### config.mk
export PLATFORM = sky130hd
export DESIGN_NAME = tmes_ram
export DESIGN_NICKNAME = d
export VERILOG_FILES = /design/src/rtl/core/tmes_ram.sv
export SDC_FILE = /design/constraint.sdc
export NUM_CORES = 1
export LEC_CHECK = 0
export BUFFER_PORTS_ARGS = -buffer_cell sky130_fd_sc_hd__clkbuf_2
export CAP_MARGIN = 20
export CORE_MARGIN = 2
export CORE_UTILIZATION = 60
export CTS_BUF_LIST = sky130_fd_sc_hd__clkbuf_4 sky130_fd_sc_hd__clkbuf_8 sky130_fd_sc_hd__clkbuf_16
export CTS_CLUSTER_DIAMETER = 100
export DETAILED_ROUTE_END_ITERATION = 8
export PLACE_DENSITY = 0.78
export SYNTH_ARGS = -nofsm -noshare
export SYNTH_HDL_FRONTEND = slang
export SYNTH_SLANG_ARGS = --single-unit
### constraint.sdc
create_clock -name clock -period 1.9 [get_ports clock]
set_clock_uncertainty 0.15 [all_clocks]
set_input_delay 0 -clock clock [delete_from_list [all_inputs] [get_ports clock]]
set_output_delay 0 -clock clock [all_outputs]
set_load 0.02 [all_outputs]
### src/rtl/core/tmes_ram.sv
// ----------------------------------------------------------------------------
// tmes_ram
// simple dual port ram, one write and one registered read per cycle
// ----------------------------------------------------------------------------
module tmes_ram #(
   parameter int WIDTH = 8,
   parameter int DEPTH = 16,
   parameter int AW    = $clog2(DEPTH)
) (
   input  logic             clock,
   input  logic             wr_en,
   input  logic [AW-1:0]    wr_addr,
   input  logic [WIDTH-1:0] wr_data,
   input  logic [AW-1:0]    rd_addr,
   output logic [WIDTH-1:0] rd_data
);

   logic [WIDTH-1:0] mem [DEPTH];
   logic [WIDTH-1:0] rd_data_ff;

   always_ff @(posedge clock) begin
      if (wr_en) begin
         mem[wr_addr] <= wr_data;
      end
      rd_data_ff <= mem[rd_addr];
   end

   assign rd_data = rd_data_ff;

endmodule

==> results.toml, run 1 <==
[outcome]
status = "finished clean"

[yosys]
yosysSeqAreaShare_pct = 77.8
synthSimpleGateAreaFrac_pct = 3.18
yosys_warnings = 0
synth_xor_area_share_pct = 0
synthCells = 229
syn_avg_cell_area_um2 = 22.5
synth_top_family_by_area = "multiplexers"
netlist_area_um2 = 5150
synth_compound_area_share_pct = 2.33
ys_ff_latch = 136
synth_cell_type_count = 19
syn-num-nets = 247
synthAdderAreaFrac_pct = 0
muxShareOfSynthArea_pct = 15.0

[critical_path]
start_kind = "input pin"
worst-path-max-fanout = 9
critPathCaptureType = "flop"
cp.required_ps = 2140
worstPathArrival_ps = 2030
cp_slowest_stage_delay_ps = 580
path_cells = "dlygate4sd3_1, clkbuf_2, buf_4, mux4_1, a22oi_1, nand2_1"
worstSetupPathType = "in -> reg"
crit_slowest_cell = "mux4_1"
cp_num_buf_inv = 3
path_delay_family = "buffers and inverters"

[die]
die_h_um = 96.6
initial_utilization_pct = 62.3
placementRows = 33
die_x_um = 96.6
num_io_pins = 26
dieArea_um2 = 9340
core_area_um2 = 8260

[clock_tree]
cts.clk_slew.worst_paths_ps = 60
clock_latency_ps = 510
cts_inserted_buffers = 17
cts-resized-gates = 0
cts.sinks = 136
cts_max_level = 4
root_buffer = "clkbuf_8"
clock_path_buffers = 2
cts_tree = "built"

[route]
drt-total-wl_um = 9950
drc = 0
wire_per_inst_um = 23.5
drt_iter0_drc = 221
detailedRoute.firstPassIterationCount = 4
viasPerCell = 6.02
vias = 2545
ant_nets = 0

[timing]
timing.final.crit_period_ps = 1790
setup-tns-final_ps = 0
slew_viol_final = 0
finalSetupViolations = 0
worstMarginPinSlew_ps = 413
layout_setup_ws_ps = 112
hold_ws_ps = 34.1
post-route-period-util_pct = 94.1
max_freq_ghz = 0.559
rsz0062_at_grt = "false"
max_slew_margin_pct = 72.3
hold_violations = 0

[placed_design]
io_buffers = 25
dp_slack_ps = 164
hpwl_um = 6190
place_congestion = 0.818
place_inst = 372

[layout]
most-common-layout-cells = "128 x edfxtp_1, 25 x clkbuf_2, 20 x buf_4"
final_common_cell = "edfxtp_1"
area_delta_synth_final_pct = 23.2
fin_cells = 423
fin_nets = 323
drive_gt1_share_pct = 31.1
diodes = 0
fillers = 439
multiInputGateArea_um2 = 1060
seq_area_um2 = 4000

[pwr]
cellLeakagePower_nw = 2.22
ir_drop_uv = 605
finalPower_mw = 7.13
power_density_nw_per_um2 = 1120

[min_path]
hp-class = "in -> reg"

[global_routing]
overflow = 0
grt_pass1_vias = 2717
grtUsageTotal_pct = 23.1
grt_start_max_net_pins = 33
antenna_found_initial = 0
grt_pass1_wl_um = 15500

[flow_run]
cap_violations = 0
-- path summary, 6_finish.rpt --
| path | to | slack, ps | startpoint | cells past startpoint |
|---|---|---|---|---|
| worst max-delay path | rd_data[2]$_DFF_P_ | 110 | rd_addr[0] | 6 |
| worst min-delay path | mem[15][5]$_DFFE_PP_ | 30 | wr_addr[2] | 4 |
| worst max register to register | rd_data[2]$_DFF_P_ | 350 | mem[0][2]$_DFFE_PP_ | 3 |
| worst min register to register | rd_data[5]$_DFF_P_ | 520 | mem[14][5]$_DFFE_PP_ | 3 |
-- metrics by stage --
| stage | utilization (%) | area [um2] |
|---|---|---|
| 2_1_floorplan | - | 5150 |
| 3_3_place_gp | 66.9 | 5530 |
| 3_5_place_dp | 66.9 | 5530 |
| 4_1_cts | 76.9 | 6350 |
| 5_1_grt | 76.8 | 6340 |
| 6_report | 76.8 | 6340 |
-- logic make-up (layout without fill, tap and decap cells) --
| family | Yosys count | count (layout) |
|---|---|---|
| compound gates | 16 | 16 |
| buf+inv | 10 | 99 |
| flops | 136 | 136 |
| mux | 32 | 32 |
| simple gates | 35 | 35 |
-- synth_stat cells --
cell type | number | area [um2]
buf_4 | 1 | 7.51
or3b_2 | 1 | 8.76
and2b_1 | 1 | 7.51
mux4_1 | 14 | 368
edfxtp_1 | 128 | 3840
dfxtp_1 | 8 | 160
nand2_1 | 9 | 33.8
nand2b_1 | 2 | 12.5
nor3_1 | 4 | 20.0
a22oi_1 | 16 | 120
mux4_2 | 18 | 405
buf_2 | 3 | 15.0
clkdlybuf4s25_2 | 3 | 30.0
and2_1 | 1 | 6.26
nor2_1 | 13 | 48.8
nand3_1 | 1 | 5.00
nand3b_1 | 2 | 15.0
nor2b_1 | 1 | 6.26
buf_6 | 3 | 33.8
-- sequential cells by signal, indices dropped and copies added (netlist names) --
signal / cells
rd_data: 8
mem: 128
-- where the power goes --
part | internal, mW | switching (mW) | total [mW]
sequential | 3.35 | 0.0207 | 3.38
combinational | 0.165 | 0.199 | 0.364
clock | 2.18 | 1.21 | 3.39
total | 5.70 | 1.43 | 7.13
-- layer usage --
metal  up-vias  part of all wire [%]  track usage [%]
li1       1125                     -                -
met1      1295                    42             31.2
met2       111                    51             36.7
met3        14                   6.3             6.00
met4         0                   1.5             9.32
met5         -                     0                0
-- what timing repair did --
item / in CTS / in global routing
hold endpoints to repair: 201 / 0
hold buffers: 20 / 0
endpoints found under the setup margin: 0 / 1
setup buffers: 0 / 0
-- tightest hold or removal path, stage by stage --
cell      delay [ps]
clkbuf_2         110
nand3_1          150
nor2_1            60
buf_4            190
-- cell type report --
type / count / share of cell area, %
clock buffers: 18 / 6.75
clock inverters: 14 / 3.12
multi-input cells: 83 / 16.7
flip-flops and latches: 136 / 63.1
well taps: 105 / 2.07
repair buffers: 67 / 8.28
No activity file was read; power rests on OpenSTA's default activity.
==> inputs of run 2 (changes only) <==
--- a/config.mk
+++ b/config.mk
@@ -9,7 +9,7 @@
 export CAP_MARGIN = 20
 export CORE_MARGIN = 2
 export CORE_UTILIZATION = 60
-export CTS_BUF_LIST = sky130_fd_sc_hd__clkbuf_4 sky130_fd_sc_hd__clkbuf_8 sky130_fd_sc_hd__clkbuf_16
+export CTS_BUF_LIST = sky130_fd_sc_hd__clkbuf_16
 export CTS_CLUSTER_DIAMETER = 100
 export DETAILED_ROUTE_END_ITERATION = 8
 export PLACE_DENSITY = 0.78
==> run 2 against run 1 <==
Non-clock buffer count decreased by 7; via count is 1.1% higher; sequential power is essentially flat; maximum frequency rose by 4.8%; critical path depth shrank 1; register-to-register slack got worse by 70 ps; sequential share of layout area increased by 0.69 points; first-iteration DRC count increased by 4.1%; largest cell class unchanged; clock power rose by 1%; power rose by 0.49%.
==> results.toml, run 2 (synthesized netlist as in run 1, its figures left out) <==
[timing]
finalSetupViolations = 0
post-route-period-util_pct = 89.8
hold_violations = 0
worstMarginPinSlew_ps = 408
slew_viol_final = 0
layout_setup_ws_ps = 194
max_slew_margin_pct = 72.8
setup-tns-final_ps = 0
timing.final.crit_period_ps = 1710
hold_ws_ps = 19.8
rsz0062_at_grt = "false"
max_freq_ghz = 0.586

[clock_tree]
clock_path_buffers = 2
cts_inserted_buffers = 17
cts_tree = "built"
cts.sinks = 136
cts-resized-gates = 0
root_buffer = "clkbuf_16"
cts_max_level = 4
cts.clk_slew.worst_paths_ps = 60
clock_latency_ps = 410

[outcome]
status = "finished clean"

[placed_design]
dp_slack_ps = 164
io_buffers = 25
hpwl_um = 6190
place_inst = 372
place_congestion = 0.818

[global_routing]
overflow = 0
grt_pass1_wl_um = 15800
grt_pass1_vias = 2653
grt_start_max_net_pins = 33
grtUsageTotal_pct = 23.8
antenna_found_initial = 0

[die]
num_io_pins = 26
placementRows = 33
die_h_um = 96.6
die_x_um = 96.6
core_area_um2 = 8260
initial_utilization_pct = 62.3
dieArea_um2 = 9340

[critical_path]
worstPathArrival_ps = 1660
worst-path-max-fanout = 7
start_kind = "input pin"
critPathCaptureType = "flop"
cp.required_ps = 1850
worstSetupPathType = "in -> reg"

[route]
drc = 0
ant_nets = 0
detailedRoute.firstPassIterationCount = 5
drt_iter0_drc = 230
vias = 2574
wire_per_inst_um = 24.6
viasPerCell = 6.19
drt-total-wl_um = 10200

[pwr]
ir_drop_uv = 623
power_density_nw_per_um2 = 1140
cellLeakagePower_nw = 2.19

[layout]
diodes = 0
fin_cells = 416
fillers = 451
fin_util_pct = 76.0
fin_nets = 316
drive_gt1_share_pct = 31.5
multiInputGateArea_um2 = 1060
regMostFlops = "mem"
seq_area_um2 = 4000
final_common_cell = "edfxtp_1"
most-common-layout-cells = "128 x edfxtp_1, 25 x clkbuf_2, 20 x buf_4"
largest_reg_flops = 128
area_delta_synth_final_pct = 21.9

[flow_run]
cap_violations = 0

[min_path]
hp-class = "in -> reg"
-- run 2: cell type report --
type	instances	share of cell area [%]
clock inverter	15	3.21
sequential	136	63.8
clock buffer	17	6.78
timing repair buffer	60	7.26
multi-input combinational	83	16.8
tap	105	2.09
-- run 2: power breakdown --
part / total, mW / internal, mW / switching [mW]
clock network: 3.43 / 2.20 / 1.23
registers: 3.38 / 3.35 / 0.0205
logic: 0.357 / 0.156 / 0.201
-- run 2: path summary, 6_finish.rpt --
kind                        startpoint             endpoint  slack (ps)  cells past startpoint
setup / recovery            wr_addr[0]  mem[7][0]$_DFFE_PP_         190                      5
setup reg to reg   mem[1][5]$_DFFE_PP_   rd_data[5]$_DFF_P_         280                      3
hold reg to reg   mem[14][5]$_DFFE_PP_   rd_data[5]$_DFF_P_         520                      3
hold / removal                   wr_en  mem[6][1]$_DFFE_PP_          20                      3
-- run 2: repair_timing --
item	CTS	global route
hold buffers	12	0
setup buffers	0	0
hold endpoints to repair	132	0
-- run 2: metrics by stage --
stage / instance area (um2) / power, mW
global route: 6270 / 7.38
floorplan: 5150 / 3.63
CTS: 6270 / 7.20
global placement: 5530 / 3.76
detailed placement: 5530 / 3.77
finish: 6270 / 7.16
-- run 2: critical path, stage by stage --
cell and delay, ps:
dlygate4sd3_1 520, clkbuf_2 180, nand2_1 130, nor2_1 160
dlygate4sd3_1 660
-- run 2: layer usage --
layer / vias up / routed length [um] / GRT usage (%)
met1: 1333 / 4170 / 32.1
met4: 0 / 220 / 9.10
met3: 15 / 658 / 6.43
li1: 1111 / - / -
met5: - / 0 / 0
met2: 115 / 5190 / 37.9
==> inputs of run 3 (changes only) <==
--- a/config.mk
+++ b/config.mk
@@ -12,7 +12,7 @@
 export CTS_BUF_LIST = sky130_fd_sc_hd__clkbuf_16
 export CTS_CLUSTER_DIAMETER = 100
 export DETAILED_ROUTE_END_ITERATION = 8
-export PLACE_DENSITY = 0.78
+export PLACE_DENSITY_LB_ADDON = 0.12
 export SYNTH_ARGS = -nofsm -noshare
 export SYNTH_HDL_FRONTEND = slang
 export SYNTH_SLANG_ARGS = --single-unit
==> run 3 against run 2 <==
Die area unchanged; register-to-register slack improved by 110 ps; power increased by 2.5%; via count decreased by 3.0%; first-iteration DRC count decreased by 19%; clock power increased by 5.8%; maximum frequency increased by 1.5%; sequential share of layout area increased by 0.089 points; wire length decreased by 4.9%; critical endpoint is now mem[2][5]$_DFFE_PP_.
==> results.toml, run 3 (synthesized netlist as in run 1, its figures left out) <==
[outcome]
status = "finished clean"

[timing]
hold_ws_ps = 15.4
finalSetupViolations = 0
worstMarginPinSlew_ps = 815
max_freq_ghz = 0.595
rsz0062_at_grt = "false"
post-route-period-util_pct = 88.5
max_slew_margin_pct = 45.5
slew_viol_final = 0
hold_violations = 0
timing.final.crit_period_ps = 1680
setup-tns-final_ps = 0

[route]
wire_per_inst_um = 23.6
drc = 0
detailedRoute.firstPassIterationCount = 4
ant_nets = 0
viasPerCell = 6.06
drt-total-wl_um = 9730
vias = 2496
drt_iter0_drc = 187

[min_path]
hold_depth = 5
hp-class = "in -> reg"

[layout]
fin_nets = 312
most-common-layout-cells = "128 x edfxtp_1, 25 x clkbuf_2, 18 x mux4_2"
drive_gt1_share_pct = 29.6
largest_reg_flops = 128
diodes = 0
final_common_cell = "edfxtp_1"
regMostFlops = "mem"
fin_util_pct = 75.9
area_delta_synth_final_pct = 21.7
fillers = 448

[critical_path]
critPathCaptureType = "flop"
crit_slowest_cell = "dlygate4sd3_1"
cp_slowest_stage_delay_ps = 540
ff2ff_path_depth = 3
cp.depth = 5
worst-path-max-fanout = 6
path_cells = "dlygate4sd3_1, clkbuf_2, or3b_2, nor2_1, buf_4"
start_kind = "input pin"
cp.required_ps = 1870
path_delay_family = "buffers and inverters"
worstSetupPathType = "in -> reg"
worstPathArrival_ps = 1650
reg2reg_slack_ps = 390
cp_num_buf_inv = 3

[clock_tree]
cts.sinks = 136
cts.clk_slew.worst_paths_ps = 60
clock_path_buffers = 2
cts-resized-gates = 0
clock_latency_ps = 410
root_buffer = "clkbuf_16"
cts_hold_buf = 12
cts_max_level = 4
cts_tree = "built"
cts_inserted_buffers = 17
cts_post_setup_buffers_inserted = 0

[placed_design]
place_congestion = 0.732
io_buffers = 25
hpwl_um = 5560

[die]
num_io_pins = 26
die_x_um = 96.6
die_h_um = 96.6
initial_utilization_pct = 62.3
placementRows = 33
core_area_um2 = 8260
dieArea_um2 = 9340

[global_routing]
grt_pass1_vias = 2635
grtUsageTotal_pct = 22.7
grt_start_max_net_pins = 33
antenna_found_initial = 0
grt_pass1_wl_um = 15200
overflow = 0

[pwr]
power_density_nw_per_um2 = 1170
finalPower_mw = 7.35
ir_drop_uv = 745
cellLeakagePower_nw = 2.18

[flow_run]
cap_violations = 0
[run 3: cell count changes in the layout (fill, tap and decap cells not counted), sizes merged]
cell,previous run,this run
buf,23,19
clkinv,7,3
bufinv,4,6
clkinvlp,2,3
inv,2,3
[run 3: worst min-delay path: stages]
cell and delay (ps):
clkbuf_2 100, nor2b_1 110, buf_4 180, a22oi_1 100
nand2_1 60
[run 3: area by class of cell]
type	count	area, um2	share of cell area (%)
tap	105	131	2.10
multi-input combinational	83	1060	16.9
sequential	136	4000	63.9
clock inverter	15	235	3.75
timing repair buffer	56	413	6.59
clock buffer	17	425	6.79
[run 3: path summary, 6_finish.rpt]
check,end,start
hold reg to reg,rd_data[5]$_DFF_P_,mem[11][5]$_DFFE_PP_
setup reg to reg,rd_data[1]$_DFF_P_,mem[9][1]$_DFFE_PP_
setup / recovery,mem[2][5]$_DFFE_PP_,wr_addr[2]
hold / removal,rd_data[5]$_DFF_P_,rd_addr[2]
[run 3: metal layers]
| metal | track usage, % | routed length [um] |
|---|---|---|
| met2 | 38.2 | 5280 |
| met5 | 0 | 0 |
| met4 | 7.48 | 112 |
| met1 | 29.4 | 3930 |
| met3 | 5.92 | 417 |
[run 3: power by group]
part	internal [mW]	total (mW)	leakage, nW	switching, mW
registers	3.36	3.38	1.22	0.0214
clock network	2.44	3.63	0.321	1.18
logic	0.151	0.345	0.635	0.194
total	5.95	7.35	2.18	1.40
[run 3: per-stage QoR]
| stage | std cells | worst slack [ps] | cell area [um2] |
|---|---|---|---|
| floorplan | 229 | 257 | 5150 |
| global placement | 368 | 267 | 5490 |
| detailed placement | 368 | 244 | 5490 |
| CTS | 412 | 238 | 6270 |
| global route | 412 | 169 | 6270 |
| finish | 412 | 218 | 6270 |
